### src/design/lifo_stack_with_search_reverse_assert.svh
// Assertion macros for the LIFO stack block
`ifndef LIFO_STACK_WITH_SEARCH_REVERSE_ASSERT_SVH
`define LIFO_STACK_WITH_SEARCH_REVERSE_ASSERT_SVH

// Same-cycle implication, sampled on clk and disabled in reset
`define LSWSR_ASSERT_NOW(label, ante, cons, msg) \
  label: assert property (@(posedge clk) disable iff (rst) (ante) |-> (cons)) \
    else $error(msg);

// Next-cycle implication, sampled on clk and disabled in reset
`define LSWSR_ASSERT_NEXT(label, ante, cons, msg) \
  label: assert property (@(posedge clk) disable iff (rst) (ante) |=> (cons)) \
    else $error(msg);

`endif

### src/design/lswsr_pkg.sv
// Shared types and constants for the LIFO stack block
package lswsr_pkg;

  localparam int DEF_STACK_DEPTH = 16;
  localparam int DEF_VALUE_WIDTH = 32;

  localparam logic [1:0] KIND_PUSH    = 2'd0;
  localparam logic [1:0] KIND_POP     = 2'd1;
  localparam logic [1:0] KIND_SEARCH  = 2'd2;
  localparam logic [1:0] KIND_REVERSE = 2'd3;

  typedef struct packed {
    logic [1:0]  kind;
    logic [31:0] data_value;
  } in_t;

  typedef struct packed {
    logic        ok;
    logic [31:0] popped_value;
    logic        found;
    logic [31:0] top_value;
    logic [31:0] bottom_value;
    logic [4:0]  entry_count;
    logic        is_empty;
  } out_t;

endpackage

### src/design/lswsr_mem.sv
// Entry store: one write port, one read port with registered read data
module lswsr_mem #(
  parameter int DEPTH = lswsr_pkg::DEF_STACK_DEPTH,
  parameter int WIDTH = lswsr_pkg::DEF_VALUE_WIDTH
) (
  input  logic                     clk,
  input  logic                     we,
  input  logic [$clog2(DEPTH)-1:0] waddr,
  input  logic [WIDTH-1:0]         wdata,
  input  logic [$clog2(DEPTH)-1:0] raddr,
  output logic [WIDTH-1:0]         rdata
);

  logic [WIDTH-1:0] mem [DEPTH];

  always_ff @(posedge clk) begin
    if (we) begin
      mem[waddr] <= wdata;
    end
  end

  always_ff @(posedge clk) begin
    rdata <= mem[raddr];
  end

endmodule

### src/design/lswsr_core.sv
// Sequencer and datapath: walks the entry store through one read port
module lswsr_core #(
  parameter int STACK_DEPTH = lswsr_pkg::DEF_STACK_DEPTH,
  parameter int VALUE_WIDTH = lswsr_pkg::DEF_VALUE_WIDTH
) (
  input  logic            clk,
  input  logic            rst,
  input  logic            start,
  input  lswsr_pkg::in_t  req,
  output logic            idle,
  output logic            done,
  input  logic            take,
  output lswsr_pkg::out_t result
);
  import lswsr_pkg::*;

  localparam int AW = $clog2(STACK_DEPTH);
  localparam int CW = $clog2(STACK_DEPTH + 1);
  localparam logic [CW-1:0] DEPTH_C = CW'(STACK_DEPTH);
  localparam logic [CW-1:0] ONE_C   = CW'(1);
  localparam logic [CW-1:0] TWO_C   = CW'(2);

  localparam logic [3:0] S_IDLE    = 4'd0;
  localparam logic [3:0] S_PUSH    = 4'd1;
  localparam logic [3:0] S_POP     = 4'd2;
  localparam logic [3:0] S_POP_WT  = 4'd3;
  localparam logic [3:0] S_SRCH    = 4'd4;
  localparam logic [3:0] S_REV_RDI = 4'd5;
  localparam logic [3:0] S_REV_RDJ = 4'd6;
  localparam logic [3:0] S_REV_WRI = 4'd7;
  localparam logic [3:0] S_REV_WRJ = 4'd8;
  localparam logic [3:0] S_DONE    = 4'd9;

  logic [3:0]             state;
  logic [CW-1:0]          count;
  logic [CW-1:0]          idx;
  logic                   pend;
  logic                   ok;
  logic                   found;
  logic [VALUE_WIDTH-1:0] word;
  logic [VALUE_WIDTH-1:0] popped;
  logic [VALUE_WIDTH-1:0] top;
  logic [VALUE_WIDTH-1:0] bottom;
  logic [VALUE_WIDTH-1:0] tmp;

  logic [CW-1:0]          jdx;
  logic [CW-1:0]          half;
  logic [CW-1:0]          raddr_full;
  logic [CW-1:0]          waddr_full;
  logic                   we;
  logic [VALUE_WIDTH-1:0] wdata;
  logic [VALUE_WIDTH-1:0] rdata;
  logic                   srch_issue;
  logic                   hit;
  logic [63:0]            req64;
  logic [63:0]            pop64;
  logic [63:0]            top64;
  logic [63:0]            bot64;
  logic [63:0]            cnt64;
  logic                   has_entry;

  assign jdx        = count - ONE_C - idx;
  assign half       = count >> 1;
  assign srch_issue = (idx < count) && !found;
  // shared compare unit: one stored entry against the search word per cycle
  assign hit        = pend && (rdata == word);
  assign req64      = 64'(req.data_value);

  always_comb begin
    case (state)
      S_POP:     raddr_full = count - TWO_C;
      S_REV_RDJ: raddr_full = jdx;
      default:   raddr_full = idx;
    endcase
  end

  always_comb begin
    we         = 1'b0;
    waddr_full = count;
    wdata      = word;
    case (state)
      S_PUSH: begin
        we = (count < DEPTH_C);
      end
      S_REV_WRI: begin
        we         = 1'b1;
        waddr_full = idx;
        wdata      = rdata;
      end
      S_REV_WRJ: begin
        we         = 1'b1;
        waddr_full = jdx;
        wdata      = tmp;
      end
      default: begin
        we = 1'b0;
      end
    endcase
  end

  lswsr_mem #(
    .DEPTH (STACK_DEPTH),
    .WIDTH (VALUE_WIDTH)
  ) u_mem (
    .clk   (clk),
    .we    (we),
    .waddr (waddr_full[AW-1:0]),
    .wdata (wdata),
    .raddr (raddr_full[AW-1:0]),
    .rdata (rdata)
  );

  always_ff @(posedge clk) begin
    if (rst) begin
      state <= S_IDLE;
      count <= '0;
    end else begin
      case (state)
        S_IDLE: begin
          if (start) begin
            word   <= req64[VALUE_WIDTH-1:0];
            ok     <= 1'b1;
            popped <= '0;
            found  <= 1'b0;
            idx    <= '0;
            pend   <= 1'b0;
            case (req.kind)
              KIND_PUSH:   state <= S_PUSH;
              KIND_POP:    state <= S_POP;
              KIND_SEARCH: state <= S_SRCH;
              default:     state <= S_REV_RDI;
            endcase
          end
        end
        S_PUSH: begin
          if (count < DEPTH_C) begin
            top <= word;
            if (count == '0) begin
              bottom <= word;
            end
            count <= count + ONE_C;
          end else begin
            ok <= 1'b0;
          end
          state <= S_DONE;
        end
        S_POP: begin
          if (count == '0) begin
            ok    <= 1'b0;
            state <= S_DONE;
          end else begin
            popped <= top;
            count  <= count - ONE_C;
            // fetch the entry below the old top as the new top
            state  <= (count >= TWO_C) ? S_POP_WT : S_DONE;
          end
        end
        S_POP_WT: begin
          top   <= rdata;
          state <= S_DONE;
        end
        S_SRCH: begin
          if (hit) begin
            found <= 1'b1;
          end
          if (srch_issue) begin
            idx <= idx + ONE_C;
          end
          pend <= srch_issue;
          if (!srch_issue && !pend) begin
            state <= S_DONE;
          end
        end
        S_REV_RDI: begin
          if (idx >= half) begin
            top    <= bottom;
            bottom <= top;
            state  <= S_DONE;
          end else begin
            state <= S_REV_RDJ;
          end
        end
        S_REV_RDJ: begin
          tmp   <= rdata;
          state <= S_REV_WRI;
        end
        S_REV_WRI: begin
          state <= S_REV_WRJ;
        end
        S_REV_WRJ: begin
          idx   <= idx + ONE_C;
          state <= S_REV_RDI;
        end
        S_DONE: begin
          if (take) begin
            state <= S_IDLE;
          end
        end
        default: begin
          state <= S_IDLE;
        end
      endcase
    end
  end

  assign idle      = (state == S_IDLE);
  assign done      = (state == S_DONE);
  assign has_entry = (count != '0);
  assign pop64     = 64'(popped);
  assign top64     = 64'(top);
  assign bot64     = 64'(bottom);
  assign cnt64     = 64'(count);

  always_comb begin
    result.ok           = ok;
    result.popped_value = pop64[31:0];
    result.found        = found;
    result.top_value    = has_entry ? top64[31:0] : 32'd0;
    result.bottom_value = has_entry ? bot64[31:0] : 32'd0;
    result.entry_count  = cnt64[4:0];
    result.is_empty     = !has_entry;
  end

endmodule

### src/design/lifo_stack_with_search_reverse.sv
// One request at a time; the search walk and the reverse swaps run through the
// single read port of the entry store. A new request is taken while the previous
// result waits in the output register, from the cycle after the handover.
// Synchronous active-high reset empties the stack; entry contents are not cleared.
module lifo_stack_with_search_reverse #(
  parameter int STACK_DEPTH = lswsr_pkg::DEF_STACK_DEPTH,
  parameter int VALUE_WIDTH = lswsr_pkg::DEF_VALUE_WIDTH
) (
  input  logic            clk,
  input  logic            rst,
  input  logic            req_valid,
  output logic            req_ready,
  input  lswsr_pkg::in_t  req_data,
  output logic            rsp_valid,
  input  logic            rsp_ready,
  output lswsr_pkg::out_t rsp_data
);
  import lswsr_pkg::*;

  `include "lifo_stack_with_search_reverse_assert.svh"

  logic idle;
  logic done;
  logic take;
  out_t result;

  // hand the result over once the output register is free or being drained
  assign take      = done && (!rsp_valid || rsp_ready);
  assign req_ready = idle;

  lswsr_core #(
    .STACK_DEPTH (STACK_DEPTH),
    .VALUE_WIDTH (VALUE_WIDTH)
  ) u_core (
    .clk    (clk),
    .rst    (rst),
    .start  (req_valid && idle),
    .req    (req_data),
    .idle   (idle),
    .done   (done),
    .take   (take),
    .result (result)
  );

  always_ff @(posedge clk) begin
    if (rst) begin
      rsp_valid <= 1'b0;
    end else if (take) begin
      rsp_valid <= 1'b1;
    end else if (rsp_ready) begin
      rsp_valid <= 1'b0;
    end
  end

  always_ff @(posedge clk) begin
    if (take) begin
      rsp_data <= result;
    end
  end

  `LSWSR_ASSERT_NEXT(a_busy_after_req, req_valid && req_ready, !req_ready,
                     "request accepted but block still ready")
  `LSWSR_ASSERT_NOW(a_fail_no_pop, rsp_valid && !rsp_data.ok,
                    rsp_data.popped_value == 32'd0, "refused request carries a value")
  `LSWSR_ASSERT_NOW(a_found_ok, rsp_valid && rsp_data.found, rsp_data.ok,
                    "search hit without ok")
  `LSWSR_ASSERT_NOW(a_empty_count, rsp_valid,
                    rsp_data.is_empty == (rsp_data.entry_count == 5'd0),
                    "empty flag disagrees with count")

endmodule

### config.mk
export PLATFORM = sky130hd
export DESIGN_NAME = lifo_stack_with_search_reverse
export DESIGN_NICKNAME = d
export VERILOG_FILES = /design/src/design/lswsr_pkg.sv /design/src/design/lswsr_mem.sv /design/src/design/lswsr_core.sv /design/src/design/lifo_stack_with_search_reverse.sv
export VERILOG_INCLUDE_DIRS = /design/src /design/src/design
export SDC_FILE = /design/constraint.sdc
export NUM_CORES = 1
export LEC_CHECK = 0
export ABC_AREA = 1
export BUFFER_PORTS_ARGS = -buffer_cell sky130_fd_sc_hd__buf_2
export CAP_MARGIN = 10
export CORE_UTILIZATION = 55
export CTS_BUF_LIST = sky130_fd_sc_hd__clkbuf_2 sky130_fd_sc_hd__clkbuf_4 sky130_fd_sc_hd__clkbuf_8
export CTS_CLUSTER_SIZE = 12
export DETAILED_ROUTE_END_ITERATION = 6
export GPL_TIMING_DRIVEN = 0
export PLACE_DENSITY_LB_ADDON = 0.2
export SETUP_SLACK_MARGIN = 0.4
export SLEW_MARGIN = 20
export SYNTH_ARGS = -nofsm -noshare
export SYNTH_HDL_FRONTEND = slang
export SYNTH_SLANG_ARGS = --single-unit
### constraint.sdc
create_clock -name clk -period 18.66 [get_ports clk]
set_input_delay 0 -clock clk [delete_from_list [all_inputs] [get_ports clk]]
set_output_delay 0 -clock clk [all_outputs]
set_load 0.005 [all_outputs]
==> impl_metrics.py, run 1 <==
metrics = {
    "sta": {
        "fin_crit_sh": 0.238,
        "tightestPinTransition_ns": 0.962,
        "rsz0062_at_grt": "false",
        "tns_ns": 0,
        "setup_slack_ns": 14.21,
        "slew_headroom": 0.359,
        "clock-skew-final_ns": 0.0361,
        "hold_ws_ns": 0.220,
        "max_freq_mhz": 225,
        "fin_crit_ns": 4.45,
        "timing_hold_violations_final": 0,
        "slew_violations": 0,
        "finalSetupViolCount": 0,
    },
    "layout": {
        "multiInputGateArea_mm2": 0.00824,
        "nNetsFinal": 3313,
        "drive_above_1_share": 0.167,
        "stdcell_count": 4141,
        "seqCellArea_mm2": 0.0244,
        "syn_to_final_growth_pct": 18.4,
        "fillers": 4443,
    },
    "yosys": {
        "syn_inst": 2842,
        "synthArstFlopShare": 0,
        "avgSynthCellArea_um2": 11.9,
        "synth-xor-area-share": 0.00312,
        "synth_area_mm2": 0.0337,
        "synth_top_family_by_area": "simple AND/OR/NAND/NOR gates",
        "yosys.area.top_type_share": 0.698,
        "yosysMostFrequentCell": "edfxtp_1",
        "yosysSeqAreaShare": 0.723,
        "synth_edf_count": 784,
        "synth.area.mux_share": 0,
        "yosysWarnings": 0,
        "synth_fa_ha_area_frac": 0.00913,
        "synth.largest_area_cell": "edfxtp_1",
        "ys_ff_latch": 826,
        "synth-compound-area-share": 0.0293,
        "synth_top_cells_by_count": "edfxtp_1, nand3_1, nand2_1",
        "synthSimpleGateAreaFrac": 0.193,
        "ys_types": 34,
        "syn_nets": 2904,
        "synthTopCellsByArea": "edfxtp_1, nand3_1, nand2_1, dfxtp_1, inv_1",
        "synth_flop_cell": "edfxtp_1",
    },
    "worst_setup_path": {
        "slowest_delay_ns": 0.56,
        "reg2reg_from": "u_core.state[0]$_SDFFE_PP0P_",
        "critPathKind": "flop to flop",
        "crit_end": "rsp_data[21]$_SDFFCE_PP0P_",
        "cp.depth": 14,
        "regToRegEndpoint": "rsp_data[21]$_SDFFCE_PP0P_",
        "rrSetupSlack_ns": 14.21,
        "crit_top_cell": "buf_2",
        "cp_max_fo": 9,
        "cp_cell_sequence": "nand2_1, nor4_2, buf_2, buf_2, buf_2, buf_2, buf_2, buf_2, buf_2, buf_2, buf_4, buf_2, buf_2, buf_2",
        "cp.required_ns": 19.15,
        "path_delay_family": "buffers and inverters",
        "arrival_ns": 4.94,
        "r2r_cells": 14,
        "slowest_stage": "nor4_2",
        "crit_buf_inv": 12,
        "end_kind": "flop",
        "cp-start-kind": "flop",
        "crit_path_start": "u_core.state[0]$_SDFFE_PP0P_",
    },
    "power": {
        "p_switching_w": 0.00224,
        "netSwitchingFraction": 0.370,
        "pwr-share-comb": 0.326,
        "seqPwrFrac": 0.415,
        "vdd_drop_max_v": 0.0000830,
        "powerDensity_mw_per_mm2": 152,
        "p_int_w": 0.00381,
        "power_leakage_nw": 15.2,
        "p_clk_frac": 0.259,
        "power_w": 0.00605,
    },
    "detailed_routing": {
        "finalWirelength_um": 95400,
        "viasPerCell": 5.85,
        "firstDrtPassIters": 6,
        "routedWlPerCell_um": 23.0,
        "antenna_left": 0,
        "drtIter0Drc": 2833,
        "remaining_drc_errors": 0,
        "vias": 24200,
    },
    "clock_network": {
        "htreeDepth": 4,
        "postCtsResizedCells": 0,
        "clkSlewWorstSetupHoldPaths_ns": 0.06,
        "cts_root_buf": "clkbuf_8",
        "clock_path_buffers": 3,
        "cts_hold_buf": 72,
        "post_cts_buffers": 0,
        "clock_latency_ns": 0.81,
        "cts_tree": "yes",
        "numCtsBuffers": 135,
        "cts_sinks": 826,
    },
    "placement": {
        "io_buffer_count": 142,
        "dpl_worst_slack_ns": 14.24,
        "dpl.hpwl_um": 67200,
        "finalWeightedCongestion": 0.942,
        "numPlacedInstances": 3823,
    },
    "floorplan": {
        "fp.dieW_um": 250,
        "coreArea_mm2": 0.0605,
        "initial_core_util": 0.558,
        "ioPinCount": 144,
        "rows": 90,
        "chipHeight_um": 250,
        "dieArea_mm2": 0.0623,
    },
    "global_routing": {
        "gr-total-overflow": 0,
        "grt_pass1_wl_um": 142000,
        "grt_pass1_vias": 23700,
        "antenna_found_initial": 3,
        "grt_use_total": 0.308,
        "grt_max_degree": 33,
    },
    "job": {
        "max_cap_viol_count": 0,
    },
    "worst_hold_path": {
        "hold_class": "input port to flop",
    },
    "run_status": {
        "status": "completed",
    },
}
-- cell usage in the layout, fill, tap and decap left out, types with 5 or more instances in the layout --
cell and instances:
edfxtp_1 784, nand3_1 698, nand2_1 601, buf_2 249
inv_1 168, clkbuf_8 152, nor2_1 142, dlygate4sd3_1 72
clkbuf_1 62, o21ai_0 47, clkbuf_4 47, dfxtp_1 42
o221ai_1 32, clkinv_1 32, o221ai_2 25, a21oi_1 23
ha_1 23, buf_1 18, nor2_4 18, nand4_1 13
buf_16 12, buf_4 11, buf_6 11, o211ai_1 9
inv_2 7, buf_12 7, xor2_1 6, xnor2_1 6
clkinvlp_4 6, o22ai_1 5
-- through the flow --
| step | area [um2] | utilization |
|---|---|---|
| 5_1_grt | 39900 | 0.660 |
| 3_5_place_dp | 36500 | 0.603 |
| 4_1_cts | 39900 | 0.660 |
| 6_report | 39900 | 0.660 |
| 3_3_place_gp | 35400 | 0.586 |
| 2_1_floorplan | 33700 | - |
-- state kept, by name, indices dropped and copies added (netlist names) --
name / count
u_core.ok: 1
rsp_valid: 1
u_core.u_mem.mem: 512
rsp_data: 104
u_core.pend: 1
u_core.u_mem.rdata: 32
u_core.idx: 5
u_core.popped: 32
u_core.bottom: 32
u_core.count: 5
u_core.tmp: 32
u_core.top: 32
u_core.word: 32
u_core.state: 4
u_core.found: 1
-- worst reg2reg max path, cell delays in order (launching register included) --
cell and delay, ns:
dfxtp_1 0.50, nand2_1 0.16, nor4_2 0.56, buf_2 0.32
buf_2 0.25, buf_2 0.25, buf_2 0.24, buf_2 0.24
buf_2 0.24, buf_2 0.24, buf_2 0.24, buf_4 0.19
buf_2 0.22, buf_2 0.24, buf_2 0.24
-- kinds of logic (layout without fill, tap and decap cells) --
group,Yosys count,in the layout
fa+ha+maj,24,24
flops,826,826
compound gates,147,147
xor+xnor,12,12
buf+inv,348,862
simple gates,1485,1485
other cells,0,3
-- worst min path at each step --
| stage | from | to | slack, ns | depth (start not counted) |
|---|---|---|---|---|
| floorplan | req_data[0] | u_core.word[0]$_DFFE_PP_ | 0.1 | 0 |
| global placement | req_data[10] | u_core.word[10]$_DFFE_PP_ | 0.18 | 1 |
| detailed placement | req_data[7] | u_core.word[7]$_DFFE_PP_ | 0.18 | 1 |
| CTS | rsp_ready | u_core.state[3]$_SDFFE_PP0P_ | 0.17 | 5 |
| global route | rsp_ready | u_core.state[3]$_SDFFE_PP0P_ | 0.24 | 5 |
| finish | rsp_ready | u_core.state[3]$_SDFFE_PP0P_ | 0.22 | 5 |
-- routing by layer --
metal	GRT usage	wire (um)	up-vias	share of wire
met4	0.153	3830	0	0.040
met3	0.0598	8980	245	0.094
met1	0.405	37400	11700	0.39
met5	0	0	-	0
li1	-	-	11000	-
met2	0.494	45100	1359	0.47
-- power groups by stage --
stage                     Combinational [W]  Sequential [W]  Clock (W)
after detailed placement            0.00190         0.00255          0
after global routing                0.00212         0.00253    0.00166
after global placement              0.00176         0.00257          0
final                               0.00198         0.00251    0.00157
after floorplan                     0.00113         0.00253          0
after CTS                           0.00192         0.00251    0.00158
-- layout make-up --
cell class | count | area share
flip-flops and latches | 826 | 0.611
clock buffers | 198 | 0.0611
multi-input cells | 1668 | 0.206
diodes | 3 | 0.000188
inverters | 177 | 0.0166
clock inverters | 44 | 0.00646
plain buffers | 171 | 0.0191
well taps | 782 | 0.0245
repair buffers | 272 | 0.0549
Note: power is estimated with default switching activity, not from simulation.
==> run 2, diff against run 1 <==
- ABC_AREA: 1 -> 0
- clock period: 18.66 -> 4.2 ns (I/O delays scaled with it)
==> run 2 against run 1 <==
Against the previous run:
- the run now ends with DRC left
- critical path depth down 4
- via count is 27% lower
- die area down 3.0%
- clock skew decreased by 0.010 ns
- largest power group unchanged
==> impl_metrics.py, run 2 <==
metrics = {
    "placement": {
        "finalWeightedCongestion": 0.888,
        "numPlacedInstances": 2718,
        "dpl.hpwl_um": 52200,
        "io_buffer_count": 142,
    },
    "layout": {
        "stdcell_count": 3040,
        "top_regs": "u_core.u_mem.mem: 512 flops, rsp_data: 104 flops",
        "syn_to_final_growth_pct": 19.6,
        "drive_above_1_share": 0.305,
        "final_common_cell": "edfxtp_1",
        "nNetsFinal": 2230,
        "regMostFlops": "u_core.u_mem.mem",
        "most-common-layout-cells": "edfxtp_1, buf_2, clkbuf_8",
        "largest_reg_flops": 512,
    },
    "clock_network": {
        "cts_root_buf": "clkbuf_8",
        "cts_sinks": 826,
        "htreeDepth": 4,
        "clock_latency_ns": 0.76,
        "clock_path_buffers": 3,
        "clkSlewWorstSetupHoldPaths_ns": 0.06,
        "cts_tree": "yes",
        "numCtsBuffers": 133,
    },
    "floorplan": {
        "chipHeight_um": 246,
        "coreArea_mm2": 0.0589,
        "initial_core_util": 0.555,
        "ioPinCount": 144,
        "dieArea_mm2": 0.0604,
        "fp.dieW_um": 246,
        "rows": 89,
    },
    "sta": {
        "rsz0062_at_grt": "true",
        "slew_violations": 0,
        "clock-skew-final_ns": 0.0257,
        "slew_headroom": 0.247,
        "hold_ws_ns": 0.154,
        "fin_crit_sh": 0.881,
        "tightestPinTransition_ns": 1.13,
        "fin_crit_ns": 3.70,
        "timing_hold_violations_final": 0,
        "finalSetupViolCount": 0,
        "tns_ns": 0,
        "max_freq_mhz": 270,
    },
    "global_routing": {
        "gr-total-overflow": 0,
        "antenna_found_initial": 2,
        "grt_pass1_vias": 18000,
        "grt_pass1_wl_um": 113000,
        "grt_max_degree": 30,
        "grt_use_total": 0.259,
    },
    "worst_setup_path": {
        "slowest_stage": "o21ai_0",
        "r2r_cells": 10,
        "crit_buf_inv": 5,
        "cp-start-kind": "flop",
        "cp_max_fo": 10,
        "critPathKind": "flop to flop",
        "rrSetupSlack_ns": 0.50,
        "crit_top_cell": "buf_4",
        "path_delay_family": "buffers and inverters",
        "cp.required_ns": 4.66,
        "arrival_ns": 4.16,
        "reg2reg_from": "u_core.state[2]$_SDFFE_PP0P_",
        "cp_cell_sequence": "buf_4, clkbuf_1, nand2_1, a21boi_0, o21ai_0, nand3_1, nor4_4, buf_4, buf_8, buf_4",
        "slowest_delay_ns": 0.56,
        "regToRegEndpoint": "u_core.u_mem.mem[5][16]$_DFFE_PP_",
        "end_kind": "flop",
    },
    "detailed_routing": {
        "finalWirelength_um": 76300,
        "vias": 17700,
        "remaining_drc_errors": 10,
        "drtIter0Drc": 1544,
        "viasPerCell": 5.82,
        "firstDrtPassIters": 7,
        "antenna_left": 0,
        "routedWlPerCell_um": 25.1,
    },
    "yosys": {
        "synth_area_mm2": 0.0327,
        "ys_ff_latch": 826,
        "synth_fa_ha_area_frac": 0.00941,
        "synth.area.mux_share": 0.132,
        "synth_edf_count": 784,
        "synthArstFlopShare": 0,
        "synth_top_family_by_area": "multiplexers",
        "yosys.area.top_type_share": 0.720,
        "yosysSeqAreaShare": 0.746,
        "yosysWarnings": 0,
        "yosysMostFrequentCell": "edfxtp_1",
        "synthSimpleGateAreaFrac": 0.0510,
        "avgSynthCellArea_um2": 18.9,
        "synth-xor-area-share": 0.0115,
        "synth.largest_area_cell": "edfxtp_1",
        "synthTopCellsByArea": "edfxtp_1, mux4_2, mux2i_1, dfxtp_1, nand2_1",
        "ys_types": 60,
        "synth_top_cells_by_count": "edfxtp_1, nand2_1, mux4_2",
        "syn_nets": 1793,
        "syn_inst": 1731,
        "synth_flop_cell": "edfxtp_1",
        "synth-compound-area-share": 0.0296,
    },
    "power": {
        "power_leakage_nw": 13.6,
        "powerDensity_mw_per_mm2": 621,
        "vdd_drop_max_v": 0.000365,
    },
    "run_status": {
        "status": "finished with violations",
        "violations": "DRC",
    },
    "job": {
        "max_cap_viol_count": 0,
    },
    "worst_hold_path": {
        "hold_path_depth": 4,
        "holdPathEnd": "rsp_valid$_SDFFE_PP0P_",
        "hp-start": "rsp_ready",
        "hold_class": "input port to flop",
    },
}
run 2: what timing repair did:
action | 4_1_cts | 5_1_grt
hold buffers | 70 | 0
endpoints found under the setup margin | 20 | 132
buffers inserted | 1 | 17
pin swaps | 1 | 7
resized for setup | 1 | 2
cloned | 0 | 0
hold endpoints to repair | 107 | 0
run 2: per-layer routing:
metal | up-vias | part of all wire | global-route usage
met5 | - | 0 | 0
met4 | 0 | 0.024 | 0.0848
met3 | 123 | 0.069 | 0.0478
met2 | 761 | 0.50 | 0.428
met1 | 9032 | 0.41 | 0.350
li1 | 7767 | - | -
run 2: layout make-up:
class / instances / area (um2)
fill: 3832 / 19800
inverter: 15 / 63.8
clock inverter: 42 / 277
sequential: 826 / 24400
antenna: 1 / 2.50
timing repair buffer: 302 / 2360
clock buffer: 191 / 2330
tap: 773 / 967
multi-input combinational: 800 / 8070
buffer: 90 / 642
run 2: how the worst max path moves through the flow:
stage                                  from                           endpoint  slack, ns  cells past startpoint
2_1_floorplan  u_core.count[0]$_SDFFE_PP0P_   u_core.u_mem.mem[1][0]$_DFFE_PP_       0.05                      8
3_3_place_gp   u_core.state[1]$_SDFFE_PP0P_  u_core.u_mem.mem[3][14]$_DFFE_PP_      -2.47                      7
3_5_place_dp   u_core.state[1]$_SDFFE_PP0P_  u_core.u_mem.mem[4][14]$_DFFE_PP_       0.40                      9
4_1_cts        u_core.count[0]$_SDFFE_PP0P_        u_core.bottom[17]$_DFFE_PP_       0.45                     10
5_1_grt        u_core.state[1]$_SDFFE_PP0P_  u_core.u_mem.mem[5][20]$_DFFE_PP_       0.30                     10
6_report       u_core.state[2]$_SDFFE_PP0P_  u_core.u_mem.mem[5][16]$_DFFE_PP_       0.50                     10
run 2: power by group:
part           internal, W  total, W  switching, W
logic              0.00241   0.00624       0.00383
clock network      0.00370   0.00677       0.00307
registers           0.0107    0.0113      0.000599
run 2: tightest hold or removal path: stages:
cell and delay [ns]:
dlygate4sd3_1 0.52, buf_2 0.09, nand2b_1 0.17, a21oi_1 0.08
run 2: cell families after synthesis:
| family | after synthesis |
|---|---|
| AOI/OAI and AO/OA | 134 |
| xor gates and xnor gates | 43 |
| adders and majority gates | 24 |
| buffers and inverters | 105 |
| DFF | 826 |
| muxes | 263 |
| and+or+nand+nor | 336 |
run 2: stage by stage:
stage / setup WS, ns / cell area, um2 / total power (W) / utilization
after floorplan: 0.0499 / 33000 / 0.0152 / -
after global placement: -2.47 / 34700 / 0.0170 / 0.588
after detailed placement: 0.395 / 35600 / 0.0175 / 0.605
after CTS: 0.450 / 39000 / 0.0243 / 0.661
after global routing: 0.305 / 39100 / 0.0252 / 0.664
final: 0.501 / 39100 / 0.0243 / 0.664
==> run 3, diff against run 2 <==
- GPL_TIMING_DRIVEN: 0 -> not set
==> run 3 against run 2 <==
Against the previous run:
- the flow now finishes without violations
- sequential share of layout area rose by 1.5 points
- sequential cell count did not move
- non-clock buffer count fell by 121
- clock-buffer cell count rose by 20
- wire length fell by 9.2%
- die area did not move
- first-iteration DRC count rose by 4.5%
- critical endpoint is now u_core.u_mem.mem[15][14]$_DFFE_PP_
- largest power group unchanged
==> impl_metrics.py, run 3 (synthesized netlist as in run 2, its figures left out) <==
metrics = {
    "detailed_routing": {
        "firstDrtPassIters": 5,
        "vias": 16900,
        "viasPerCell": 5.78,
        "finalWirelength_um": 69300,
        "remaining_drc_errors": 0,
        "antenna_left": 0,
        "routedWlPerCell_um": 23.7,
        "drtIter0Drc": 1613,
    },
    "floorplan": {
        "ioPinCount": 144,
        "rows": 89,
        "initial_core_util": 0.555,
        "fp.dieW_um": 246,
        "dieArea_mm2": 0.0604,
        "coreArea_mm2": 0.0589,
        "chipHeight_um": 246,
    },
    "layout": {
        "finish.utilization": 0.648,
        "top_regs": "u_core.u_mem.mem: 512 flops, rsp_data: 104 flops",
        "final_common_cell": "edfxtp_1",
        "multiInputGateArea_mm2": 0.00809,
        "stdcell_count": 2930,
        "fillers": 3959,
        "drive_above_1_share": 0.295,
        "final_cell_area_mm2": 0.0382,
        "syn_to_final_growth_pct": 16.8,
        "seqCellArea_mm2": 0.0244,
        "nNetsFinal": 2111,
        "most-common-layout-cells": "edfxtp_1, clkbuf_8, nand2_1",
        "largest_reg_flops": 512,
        "regMostFlops": "u_core.u_mem.mem",
    },
    "sta": {
        "timing_hold_violations_final": 0,
        "tightestPinTransition_ns": 1.02,
        "slew_headroom": 0.317,
        "max_freq_mhz": 275,
        "clock-skew-final_ns": 0.0315,
        "rsz0062_at_grt": "false",
        "tns_ns": 0,
        "fin_crit_sh": 0.867,
        "fin_crit_ns": 3.64,
        "finalSetupViolCount": 0,
        "setup_slack_ns": 0.560,
        "slew_violations": 0,
    },
    "placement": {
        "dpl_worst_slack_ns": 0.629,
        "numPlacedInstances": 2614,
        "place_area_mm2": 0.0348,
        "dpl.hpwl_um": 41800,
        "io_buffer_count": 143,
        "finalWeightedCongestion": 0.907,
    },
    "worst_setup_path": {
        "reg2reg_from": "u_core.count[2]$_SDFFE_PP0P_",
        "cp-start-kind": "flop",
        "cp_max_fo": 32,
        "r2r_cells": 9,
        "end_kind": "flop",
        "critPathKind": "flop to flop",
        "rrSetupSlack_ns": 0.56,
        "regToRegEndpoint": "u_core.u_mem.mem[15][14]$_DFFE_PP_",
        "cp.required_ns": 4.58,
        "arrival_ns": 4.02,
    },
    "clock_network": {
        "clkSlewWorstSetupHoldPaths_ns": 0.06,
        "post_cts_buffers": 0,
        "clock_path_buffers": 3,
        "cts_root_buf": "clkbuf_8",
        "htreeDepth": 4,
        "cts_tree": "yes",
        "clock_latency_ns": 0.77,
        "numCtsBuffers": 135,
        "cts_hold_buf": 71,
        "cts_sinks": 826,
        "postCtsResizedCells": 0,
    },
    "job": {
        "max_cap_viol_count": 0,
    },
    "global_routing": {
        "gr-total-overflow": 0,
        "grt_max_degree": 71,
        "antenna_found_initial": 1,
        "grt_use_total": 0.236,
        "grt_pass1_vias": 17200,
        "grt_pass1_wl_um": 105000,
    },
    "run_status": {
        "status": "completed",
    },
    "worst_hold_path": {
        "hold_class": "input port to flop",
        "hp-start": "rst",
        "holdPathEnd": "u_core.count[4]$_SDFFE_PP0P_",
        "hold_path_depth": 3,
    },
    "power": {
        "power_leakage_nw": 13.2,
        "vdd_drop_max_v": 0.000355,
        "powerDensity_mw_per_mm2": 624,
    },
}
run 3: cell count changes in the layout (fill, tap and decap cells not counted), sizes merged, moves of 2 or more:
cell	change
clkinvlp	-4
clkinv	-7
buf	-73
diode	+2
clkbuf	-29
run 3: area by class of cell:
cell class                 instances  share of cell area
antenna                            3            0.000197
clock inverter                    31             0.00491
sequential                       826               0.639
timing repair buffer             271              0.0515
multi-input combinational        800               0.212
tap                              773              0.0253
clock buffer                     211              0.0660
inverter                          15             0.00167
run 3: how the worst max path moves through the flow:
stage                                 start                            endpoint  slack [ns]  cells past startpoint
4_1_cts        u_core.count[2]$_SDFFE_PP0P_  u_core.u_mem.mem[11][14]$_DFFE_PP_        0.58                      9
3_5_place_dp   u_core.count[2]$_SDFFE_PP0P_  u_core.u_mem.mem[11][14]$_DFFE_PP_        0.63                      9
3_3_place_gp   u_core.count[2]$_SDFFE_PP0P_   u_core.u_mem.mem[11][9]$_DFFE_PP_        0.76                      9
5_1_grt        u_core.count[2]$_SDFFE_PP0P_  u_core.u_mem.mem[11][15]$_DFFE_PP_        0.41                      9
6_report       u_core.count[2]$_SDFFE_PP0P_  u_core.u_mem.mem[15][14]$_DFFE_PP_        0.56                      9
2_1_floorplan  u_core.count[0]$_SDFFE_PP0P_    u_core.u_mem.mem[1][0]$_DFFE_PP_        0.05                      8
run 3: routing by layer:
layer  up-vias  wire length, um  global-route usage
met1      8728            30600               0.335
li1       7520                -                   -
met2       591            33000               0.367
met3       107             4230              0.0494
met5         -                0                   0
met4         0             1480              0.0787
run 3: critical path, stage by stage, from the launching register on:
cell and delay [ns]:
dfxtp_1 0.59, inv_2 0.15, ha_1 0.25, a21boi_0 0.16, xnor2_1 0.51, and3_4 0.32, o21ai_4 0.08, a31o_2 0.40
a211oi_4 0.28, buf_4 0.49
run 3: per-stage QoR:
| step | total power [W] | hold slack (ns) |
|---|---|---|
| 2_1_floorplan | 0.0152 | 0.0989 |
| 3_3_place_gp | 0.0168 | 0.180 |
| 3_5_place_dp | 0.0170 | 0.179 |
| 4_1_cts | 0.0240 | 0.128 |
| 5_1_grt | 0.0249 | 0.191 |
| 6_report | 0.0238 | 0.210 |
run 3: report_power, final:
part | total (W) | internal, W | leakage (nW) | switching (W)
Clock | 0.00691 | 0.00388 | 1.45 | 0.00304
Sequential | 0.0113 | 0.0107 | 7.47 | 0.000664
Combinational | 0.00558 | 0.00210 | 4.27 | 0.00348
Total | 0.0238 | 0.0166 | 13.2 | 0.00718
